$ cat config.mk
export PLATFORM = sky130hd
export DESIGN_NAME = websocket_frame_parser_core
export DESIGN_NICKNAME = d
export VERILOG_FILES = /design/src/hw/rtl/wsfp_pkg.sv /design/src/hw/rtl/websocket_frame_parser_core.sv
export SDC_FILE = /design/constraint.sdc
export NUM_CORES = 1
export LEC_CHECK = 0
export ABC_AREA = 1
export BUFFER_PORTS_ARGS = -buffer_cell sky130_fd_sc_hd__buf_2
export CAP_MARGIN = 20
export CORE_ASPECT_RATIO = 0.5
export CORE_UTILIZATION = 45
export CTS_BUF_LIST = sky130_fd_sc_hd__clkbuf_16
export CTS_CLUSTER_SIZE = 14
export DETAILED_ROUTE_END_ITERATION = 8
export GPL_ROUTABILITY_DRIVEN = 0
export PLACE_DENSITY_LB_ADDON = 0.3
export SLEW_MARGIN = 25
export SYNTH_ARGS = -nofsm -noshare
export SYNTH_HDL_FRONTEND = slang
export SYNTH_SLANG_ARGS = --single-unit
$ cat constraint.sdc
create_clock -name clk -period 10.3 [get_ports clk]
set_clock_uncertainty 0.1 [all_clocks]
set_input_delay 0 -clock clk [delete_from_list [all_inputs] [get_ports clk]]
set_output_delay 0 -clock clk [all_outputs]
set_load 0.005 [all_outputs]
$ cat src/hw/rtl/wsfp_pkg.sv
// Package with the codes, result record and opcode helpers of the frame parser.
package wsfp_pkg;

	localparam logic [3:0] OP_CONT  = 4'h0;
	localparam logic [3:0] OP_TEXT  = 4'h1;
	localparam logic [3:0] OP_BIN   = 4'h2;
	localparam logic [3:0] OP_CLOSE = 4'h8;
	localparam logic [3:0] OP_PING  = 4'h9;
	localparam logic [3:0] OP_PONG  = 4'hA;

	localparam logic [6:0] SHORT_MAX_LEN = 7'd125;
	localparam logic [6:0] LEN16_CODE    = 7'd126;

	localparam logic [3:0] EXT16_BYTES = 4'd2;
	localparam logic [3:0] EXT64_BYTES = 4'd8;
	localparam logic [3:0] MASK_BYTES  = 4'd4;

	localparam logic [1:0] KIND_HDR = 2'd0;
	localparam logic [1:0] KIND_PAY = 2'd1;
	localparam logic [1:0] KIND_ERR = 2'd2;

	localparam logic [1:0] ERR_NONE    = 2'd0;
	localparam logic [1:0] ERR_PROTO   = 2'd1;
	localparam logic [1:0] ERR_TOO_BIG = 2'd2;

	localparam logic [31:0] MAX_MSG_RESET = 32'd65536;

	typedef struct packed {
		logic [1:0]  kind;
		logic [7:0]  data;
		logic        fend;
		logic [3:0]  opcode;
		logic        fin;
		logic        text;
		logic        cont;
		logic [15:0] close;
		logic [1:0]  err;
	} result_t;

	function automatic logic is_data_op(input logic [3:0] op);
		return (op == OP_CONT) || (op == OP_TEXT) || (op == OP_BIN);
	endfunction

	function automatic logic is_known_op(input logic [3:0] op);
		return is_data_op(op) || (op == OP_CLOSE) || (op == OP_PING) || (op == OP_PONG);
	endfunction

endpackage

$ cat src/hw/rtl/websocket_frame_parser_core.sv
// Top level of the byte-serial frame parser with its two-entry result queue.
// Each result is registered into the queue at the edge that accepts its byte.
// Throughput: one byte per cycle unless in_stall; the state update is one register stage.
// A two-entry result queue takes input bytes while the output stalls, until it is full.
// Reset: arst_n clears all parse state, the error latch and the queue; limit resets to 65536.
module websocket_frame_parser_core (
	input  logic        clk,
	input  logic        arst_n,
	input  logic        in_valid,
	output logic        in_stall,
	input  logic [7:0]  rx_byte,
	input  logic        cfg_valid,
	output logic        cfg_ready,
	input  logic [31:0] cfg_data,
	output logic        out_valid,
	input  logic        out_stall,
	output logic [1:0]  out_kind,
	output logic [7:0]  payload_byte,
	output logic        frame_end,
	output logic [3:0]  frame_opcode,
	output logic        frame_fin,
	output logic        message_is_text,
	output logic        waiting_continuation,
	output logic [15:0] close_status,
	output logic [1:0]  error_code
);
	import wsfp_pkg::*;

	localparam logic [2:0] PH_HDR0 = 3'd0;
	localparam logic [2:0] PH_HDR1 = 3'd1;
	localparam logic [2:0] PH_EXT  = 3'd2;
	localparam logic [2:0] PH_MASK = 3'd3;
	localparam logic [2:0] PH_PAY  = 3'd4;
	localparam logic [2:0] PH_ERR  = 3'd5;

	logic [31:0] max_q;
	logic [2:0]  phase_q, n_phase;
	logic [3:0]  op_q, n_op;
	logic        fin_q, n_fin;
	logic        mask_q, n_mask;
	logic [3:0]  fbc_q, n_fbc;
	logic [63:0] left_q, n_left;
	logic [31:0] key_q, n_key;
	logic [1:0]  idx_q, n_idx;
	logic [31:0] mlen_q, n_mlen;
	logic        text_q, n_text;
	logic        cont_q, n_cont;
	logic [15:0] close_q, n_close;
	logic [1:0]  err_q, n_err;
	logic [7:0]  stage_q, n_stage;

	logic        push, pop;
	logic [1:0]  cnt_q;
	result_t     ent0_q, ent1_q, res;

	logic        lk_go, fin_go, err_go, too_big;
	logic [1:0]  err_code;
	logic [63:0] lk_len;
	logic [7:0]  mbyte;
	logic [1:0]  kind;
	logic [7:0]  pb;
	logic        fend;

	assign cfg_ready = 1'b1;
	assign in_stall  = (cnt_q == 2'd2);
	assign out_valid = (cnt_q != 2'd0);
	assign push      = in_valid && !in_stall;
	assign pop       = out_valid && !out_stall;

	always_comb begin
		n_phase  = phase_q;
		n_op     = op_q;
		n_fin    = fin_q;
		n_mask   = mask_q;
		n_fbc    = fbc_q;
		n_left   = left_q;
		n_key    = key_q;
		n_idx    = idx_q;
		n_mlen   = mlen_q;
		n_text   = text_q;
		n_cont   = cont_q;
		n_close  = close_q;
		n_err    = err_q;
		n_stage  = stage_q;
		kind     = KIND_HDR;
		pb       = 8'd0;
		fend     = 1'b0;
		lk_go    = 1'b0;
		lk_len   = 64'd0;
		fin_go   = 1'b0;
		err_go   = 1'b0;
		err_code = ERR_NONE;
		too_big  = 1'b0;
		mbyte    = 8'd0;

		unique case (phase_q)
			PH_HDR0: begin
				n_fin   = rx_byte[7];
				n_op    = rx_byte[3:0];
				n_phase = PH_HDR1;
			end
			PH_HDR1: begin
				n_mask = rx_byte[7];
				n_key  = 32'd0;
				n_idx  = 2'd0;
				n_left = 64'd0;
				if (rx_byte[6:0] <= SHORT_MAX_LEN) begin
					lk_go  = 1'b1;
					lk_len = {57'd0, rx_byte[6:0]};
				end else if (!is_data_op(op_q)) begin
					err_go   = 1'b1;
					err_code = ERR_PROTO;
				end else begin
					n_fbc   = (rx_byte[6:0] == LEN16_CODE) ? EXT16_BYTES : EXT64_BYTES;
					n_phase = PH_EXT;
				end
			end
			PH_EXT: begin
				n_left = {left_q[55:0], rx_byte};
				n_fbc  = fbc_q - 4'd1;
				if (n_fbc == 4'd0) begin
					lk_go  = 1'b1;
					lk_len = n_left;
				end
			end
			PH_MASK: begin
				n_key = {key_q[23:0], rx_byte};
				n_fbc = fbc_q - 4'd1;
				if (n_fbc == 4'd0) begin
					if (left_q == 64'd0) begin
						fin_go = 1'b1;
					end else begin
						n_phase = PH_PAY;
					end
				end
			end
			PH_PAY: begin
				if (mask_q) begin
					unique case (idx_q)
						2'd0: mbyte = key_q[31:24];
						2'd1: mbyte = key_q[23:16];
						2'd2: mbyte = key_q[15:8];
						default: mbyte = key_q[7:0];
					endcase
				end
				pb    = rx_byte ^ mbyte;
				n_idx = idx_q + 2'd1;
				kind  = KIND_PAY;
				if (op_q == OP_CLOSE) begin
					if (fbc_q == 4'd0) begin
						n_stage = pb;
						n_fbc   = 4'd1;
					end else if (fbc_q == 4'd1) begin
						n_close = {stage_q, pb};
						n_fbc   = 4'd2;
					end
				end
				n_left = left_q - 64'd1;
				if (left_q == 64'd1) begin
					fin_go = 1'b1;
				end
			end
			default: begin
				kind = KIND_ERR;
			end
		endcase

		if (lk_go) begin
			// The limit check avoids overflow: the accumulated length never exceeds 32 bits.
			too_big = (|lk_len[63:32]) || (mlen_q > max_q) || (lk_len[31:0] > (max_q - mlen_q));
			priority if (too_big) begin
				err_go   = 1'b1;
				err_code = ERR_TOO_BIG;
			end else if (cont_q && ((op_q == OP_TEXT) || (op_q == OP_BIN))) begin
				err_go   = 1'b1;
				err_code = ERR_PROTO;
			end else if (!is_known_op(op_q)) begin
				err_go   = 1'b1;
				err_code = ERR_PROTO;
			end else begin
				if (is_data_op(op_q)) begin
					if (op_q == OP_TEXT) begin
						n_text = 1'b1;
					end else if (op_q == OP_BIN) begin
						n_text = 1'b0;
					end
					n_mlen = mlen_q + lk_len[31:0];
				end
				n_left = lk_len;
				n_fbc  = 4'd0;
				if (n_mask) begin
					n_fbc   = MASK_BYTES;
					n_phase = PH_MASK;
				end else if (lk_len == 64'd0) begin
					fin_go = 1'b1;
				end else begin
					n_phase = PH_PAY;
				end
			end
		end

		if (fin_go) begin
			fend    = 1'b1;
			n_phase = PH_HDR0;
			if (is_data_op(op_q)) begin
				n_cont = !fin_q;
				if (fin_q) begin
					n_mlen = 32'd0;
				end
			end
		end

		if (err_go) begin
			n_err   = err_code;
			n_phase = PH_ERR;
			kind    = KIND_ERR;
		end

		if (kind == KIND_ERR) begin
			pb   = 8'd0;
			fend = 1'b0;
		end

		res.kind   = kind;
		res.data   = pb;
		res.fend   = fend;
		res.opcode = n_op;
		res.fin    = n_fin;
		res.text   = n_text;
		res.cont   = n_cont;
		res.close  = n_close;
		res.err    = n_err;
	end

	always_ff @(posedge clk or negedge arst_n) begin
		if (!arst_n) begin
			max_q   <= MAX_MSG_RESET;
			phase_q <= PH_HDR0;
			op_q    <= 4'd0;
			fin_q   <= 1'b0;
			mask_q  <= 1'b0;
			fbc_q   <= 4'd0;
			left_q  <= 64'd0;
			key_q   <= 32'd0;
			idx_q   <= 2'd0;
			mlen_q  <= 32'd0;
			text_q  <= 1'b0;
			cont_q  <= 1'b0;
			close_q <= 16'd0;
			err_q   <= ERR_NONE;
			stage_q <= 8'd0;
		end else begin
			if (cfg_valid && cfg_ready) begin
				max_q <= cfg_data;
			end
			if (push) begin
				phase_q <= n_phase;
				op_q    <= n_op;
				fin_q   <= n_fin;
				mask_q  <= n_mask;
				fbc_q   <= n_fbc;
				left_q  <= n_left;
				key_q   <= n_key;
				idx_q   <= n_idx;
				mlen_q  <= n_mlen;
				text_q  <= n_text;
				cont_q  <= n_cont;
				close_q <= n_close;
				err_q   <= n_err;
				stage_q <= n_stage;
			end
		end
	end

	always_ff @(posedge clk or negedge arst_n) begin
		if (!arst_n) begin
			cnt_q <= 2'd0;
		end else begin
			unique case ({push, pop})
				2'b10: cnt_q <= cnt_q + 2'd1;
				2'b01: cnt_q <= cnt_q - 2'd1;
				default: cnt_q <= cnt_q;
			endcase
		end
	end

	always_ff @(posedge clk) begin
		unique case ({push, pop})
			2'b10: begin
				if (cnt_q == 2'd0) begin
					ent0_q <= res;
				end else begin
					ent1_q <= res;
				end
			end
			2'b01: begin
				ent0_q <= ent1_q;
			end
			2'b11: begin
				ent0_q <= res;
			end
			default: begin
				ent0_q <= ent0_q;
			end
		endcase
	end

	assign out_kind             = ent0_q.kind;
	assign payload_byte         = ent0_q.data;
	assign frame_end            = ent0_q.fend;
	assign frame_opcode         = ent0_q.opcode;
	assign frame_fin            = ent0_q.fin;
	assign message_is_text      = ent0_q.text;
	assign waiting_continuation = ent0_q.cont;
	assign close_status         = ent0_q.close;
	assign error_code           = ent0_q.err;

`ifndef SYNTHESIS
	// The error phase and the error latch always agree.
	assert property (@(posedge clk) disable iff (!arst_n)
		(phase_q == PH_ERR) == (err_q != ERR_NONE))
		else $error("error phase and error latch disagree");

	// Once an error is latched it never changes.
	assert property (@(posedge clk) disable iff (!arst_n)
		(err_q != ERR_NONE) |=> (err_q == $past(err_q)))
		else $error("latched error changed");

	// An error result always carries an error code and no payload.
	assert property (@(posedge clk) disable iff (!arst_n)
		(out_valid && (out_kind == KIND_ERR)) |->
		((error_code != ERR_NONE) && (payload_byte == 8'd0) && !frame_end))
		else $error("error result is malformed");

	// A full queue always presents a result.
	assert property (@(posedge clk) disable iff (!arst_n)
		in_stall |-> out_valid)
		else $error("input stalled with an empty result queue");
`endif

endmodule

==> metrics.md <==
| Metric | Value |
|---|---|
| Outcome | completed |
| Via-to-Cell Ratio | 5.41 |
| Hpwl dp | 39.2 mm |
| Cts hold-fix bufs | 49 |
| Area occupied by multi-input gates | 10500 um^2 |
| N_diodes | 0 |
| Worst setup EP type | register |
| Post-cts sizing count | 0 |
| Maxcap violations | 0 |
| Final net count | 2930 |
| Final Max Tran Viols | 0 |
| Crit Path Max Fanout | 45 |
| LEAKAGE | 10.7 nW |
| Post-Route WL | 55.3 mm |
| Hold slack | 34.2 ps |
| Area leader, netlist | dfrtp_1 |
| Buf/Inv on CP | 1 |
| Filler instances | 4121 |
| Final min period | 6380 ps |
| CP max stage delay | 620 ps |
| Mean routed wirelength per cell | 16.4 um |
| Setup TNS Final | 0 ps |
| Register area share after synthesis | 0.371 |
| Final setup fails | 0 |
| Post-CTS Setup Bufs | 0 |
| IO buf count | 82 |
| Io pins | 84 |
| Initial antenna violation count | 0 |
| Vias in the first global route | 17055 |
| Yosys reg bits | 277 |
| Grt ovf | 0 |
| H-tree Lvls | 1 |
| Die area | 44600 um^2 |
| Mapped Nets | 2846 |
| Clk_lat worst skew | 600 ps |
| First-pass GRT wire length | 90.1 mm |
| Gr usage total | 0.249 |
| Final Util | 0.516 |
| Count leader, synth | nand2_1 |
| DRT iter0 DRCs | 1606 |
| Root Buffer | clkbuf_16 |
| Worst-path clk slew | 70 ps |
| Top cells by instance count after synthesis | nand2_1, inv_1, nor2_1, o21ai_0, dfrtp_1 |
| First-pass DRT Iterations | 6 |
| Worst-margin pin slew | 958 ps |
| Final hold vios | 0 |
| Post-synthesis cell type count | 63 |
| Slew margin rel. | 0.361 |
| Largest net degree at the start of global routing | 184 |
| Starting Density | 0.463 |
| Area contributors post-synth | dfrtp_1, nand2_1, edfxtp_1 |
| Num CTS Buffers | 27 |
| Number of synthesized flops with an enable pin | 72 |
| Core box area | 42500 um^2 |
| Die width | 298 um |
| Maximum VDD drop | 134 uV |
| DRC viols | 0 |
| PD cells | 243 nW/um^2 |
| CTS max path bufs | 3 |
| Via count | 18287 |
| Worst path most repeated cell | nand2_1 |
| Yosys warning count | 0 |
| Num Clock Sinks | 277 |
| Site Rows | 53 |
| CP delay by family, top | simple AND/OR/NAND/NOR gates |
| DIE HEIGHT | 150 um |
| Top cell type's share of synthesized area | 0.260 |
| Crit Path Class | register to register |
| Area grow syn2layout | 11.6% |
| Final period util | 0.620 |
| Ys async rst share | 0.740 |
| Layout cell share with drive strength beyond 1 | 0.0828 |
| Crit start category | register |
| Min-delay worst type | primary input to register |
| CTS tree | yes |
| Cells after Synth | 2698 |
| Crit path max-delay cell type | nor4_1 |
| ANT nets after route | 0 |
| Syn Area/Cell | 7.29 um^2 |
| Critical Path RT | 10530 ps |
| Reg area | 7290 um^2 |
| Top_reg_cell synth | dfrtp_1 |
| Mapped cell area | 19700 um^2 |
| Max Freq | 157 MHz |
| RSZ-0062 raised after global routing | no |
| Worst Path Arrival | 6610 ps |
[state kept, by name, summed over array words and instances (netlist names), 2 cells and up]
name,count
mlen_q,32
close_q,16
cnt_q,2
payload_byte,8
err_q,2
idx_q,2
max_q,32
stage_q,8
out_kind,2
op_q,4
key_q,32
fbc_q,4
left_q,64
phase_q,3
error_code,2
ent1_q,36
close_status,16
frame_opcode,4
[metal layers]
layer  track usage  vias to the layer above  routed length, um
met5             0                        -                  0
met4        0.0629                        0               1320
met3        0.0367                       90               3790
met2         0.393                      595              24100
met1         0.359                     8503              26100
li1              -                     9099                  -
[power breakdown]
group	switching, W	internal [W]	leakage [nW]
logic	0.00178	0.000838	6.89
registers	0.000254	0.00151	3.42
clock network	0.000473	0.000482	0.424
total	0.00251	0.00283	10.7
[final timing paths]
| check | start | end | slack, ps | depth (start not counted) |
|---|---|---|---|---|
| worst max-delay path | mlen_q[2] | message_is_text | 3920 | 28 |
| worst min-delay path | cfg_valid | max_q[8] | 30 | 2 |
| worst max register to register | mlen_q[2] | message_is_text | 3920 | 28 |
| worst min register to register | stage_q[4] | stage_q[4] | 380 | 2 |
| max in group asynchronous | arst_n | close_q[3] | 8740 | 4 |
| min in group asynchronous | arst_n | max_q[16] | 440 | 3 |
[through the flow]
stage          std cells  worst slack [ps]  power (W)  instance area, um^2
6_report            3380              3920    0.00534                21900
5_1_grt             3380              3230    0.00579                21900
4_1_cts             3379              3960    0.00532                21900
3_5_place_dp        3280              4000    0.00433                20600
3_3_place_gp        3279              4180    0.00427                20600
2_1_floorplan       2698              5710    0.00360                19700
[final cells by class]
type	count	area share
Multi-Input combinational cell	1925	0.479
Sequential cell	277	0.332
Inverter	406	0.0694
Timing Repair Buffer	145	0.0497
Tap cell	577	0.0329
Clock buffer	27	0.0308
Clock inverter	23	0.00610
[cell families after synthesis]
family | Yosys count | share of synthesized area
simple gates | 1192 | 0.259
compound gates | 538 | 0.163
buf+inv | 496 | 0.0968
flops | 277 | 0.371
fa+ha+maj | 103 | 0.0663
xor+xnor | 60 | 0.0267
mux | 31 | 0.0177
other cells | 1 | 0.000191
[placed cells by master (no fill, tap or decap), types with 11 or more instances in the layout]
master,count
o221ai_1,58
o211ai_1,12
inv_2,11
nor3_1,29
nor2_1,277
o31ai_1,17
a31oi_1,18
nor4_1,13
ha_1,101
dfrtp_1,204
nand3_1,162
nand4_1,32
o21ai_0,231
inv_1,404
xnor2_1,23
clkbuf_16,27
edfxtp_1,72
mux2_2,30
nand2_1,625
buf_2,81
o21ai_1,14
dlygate4sd3_1,48
xor2_1,37
a21oi_1,129
Power figures use the tool's default switching activity.
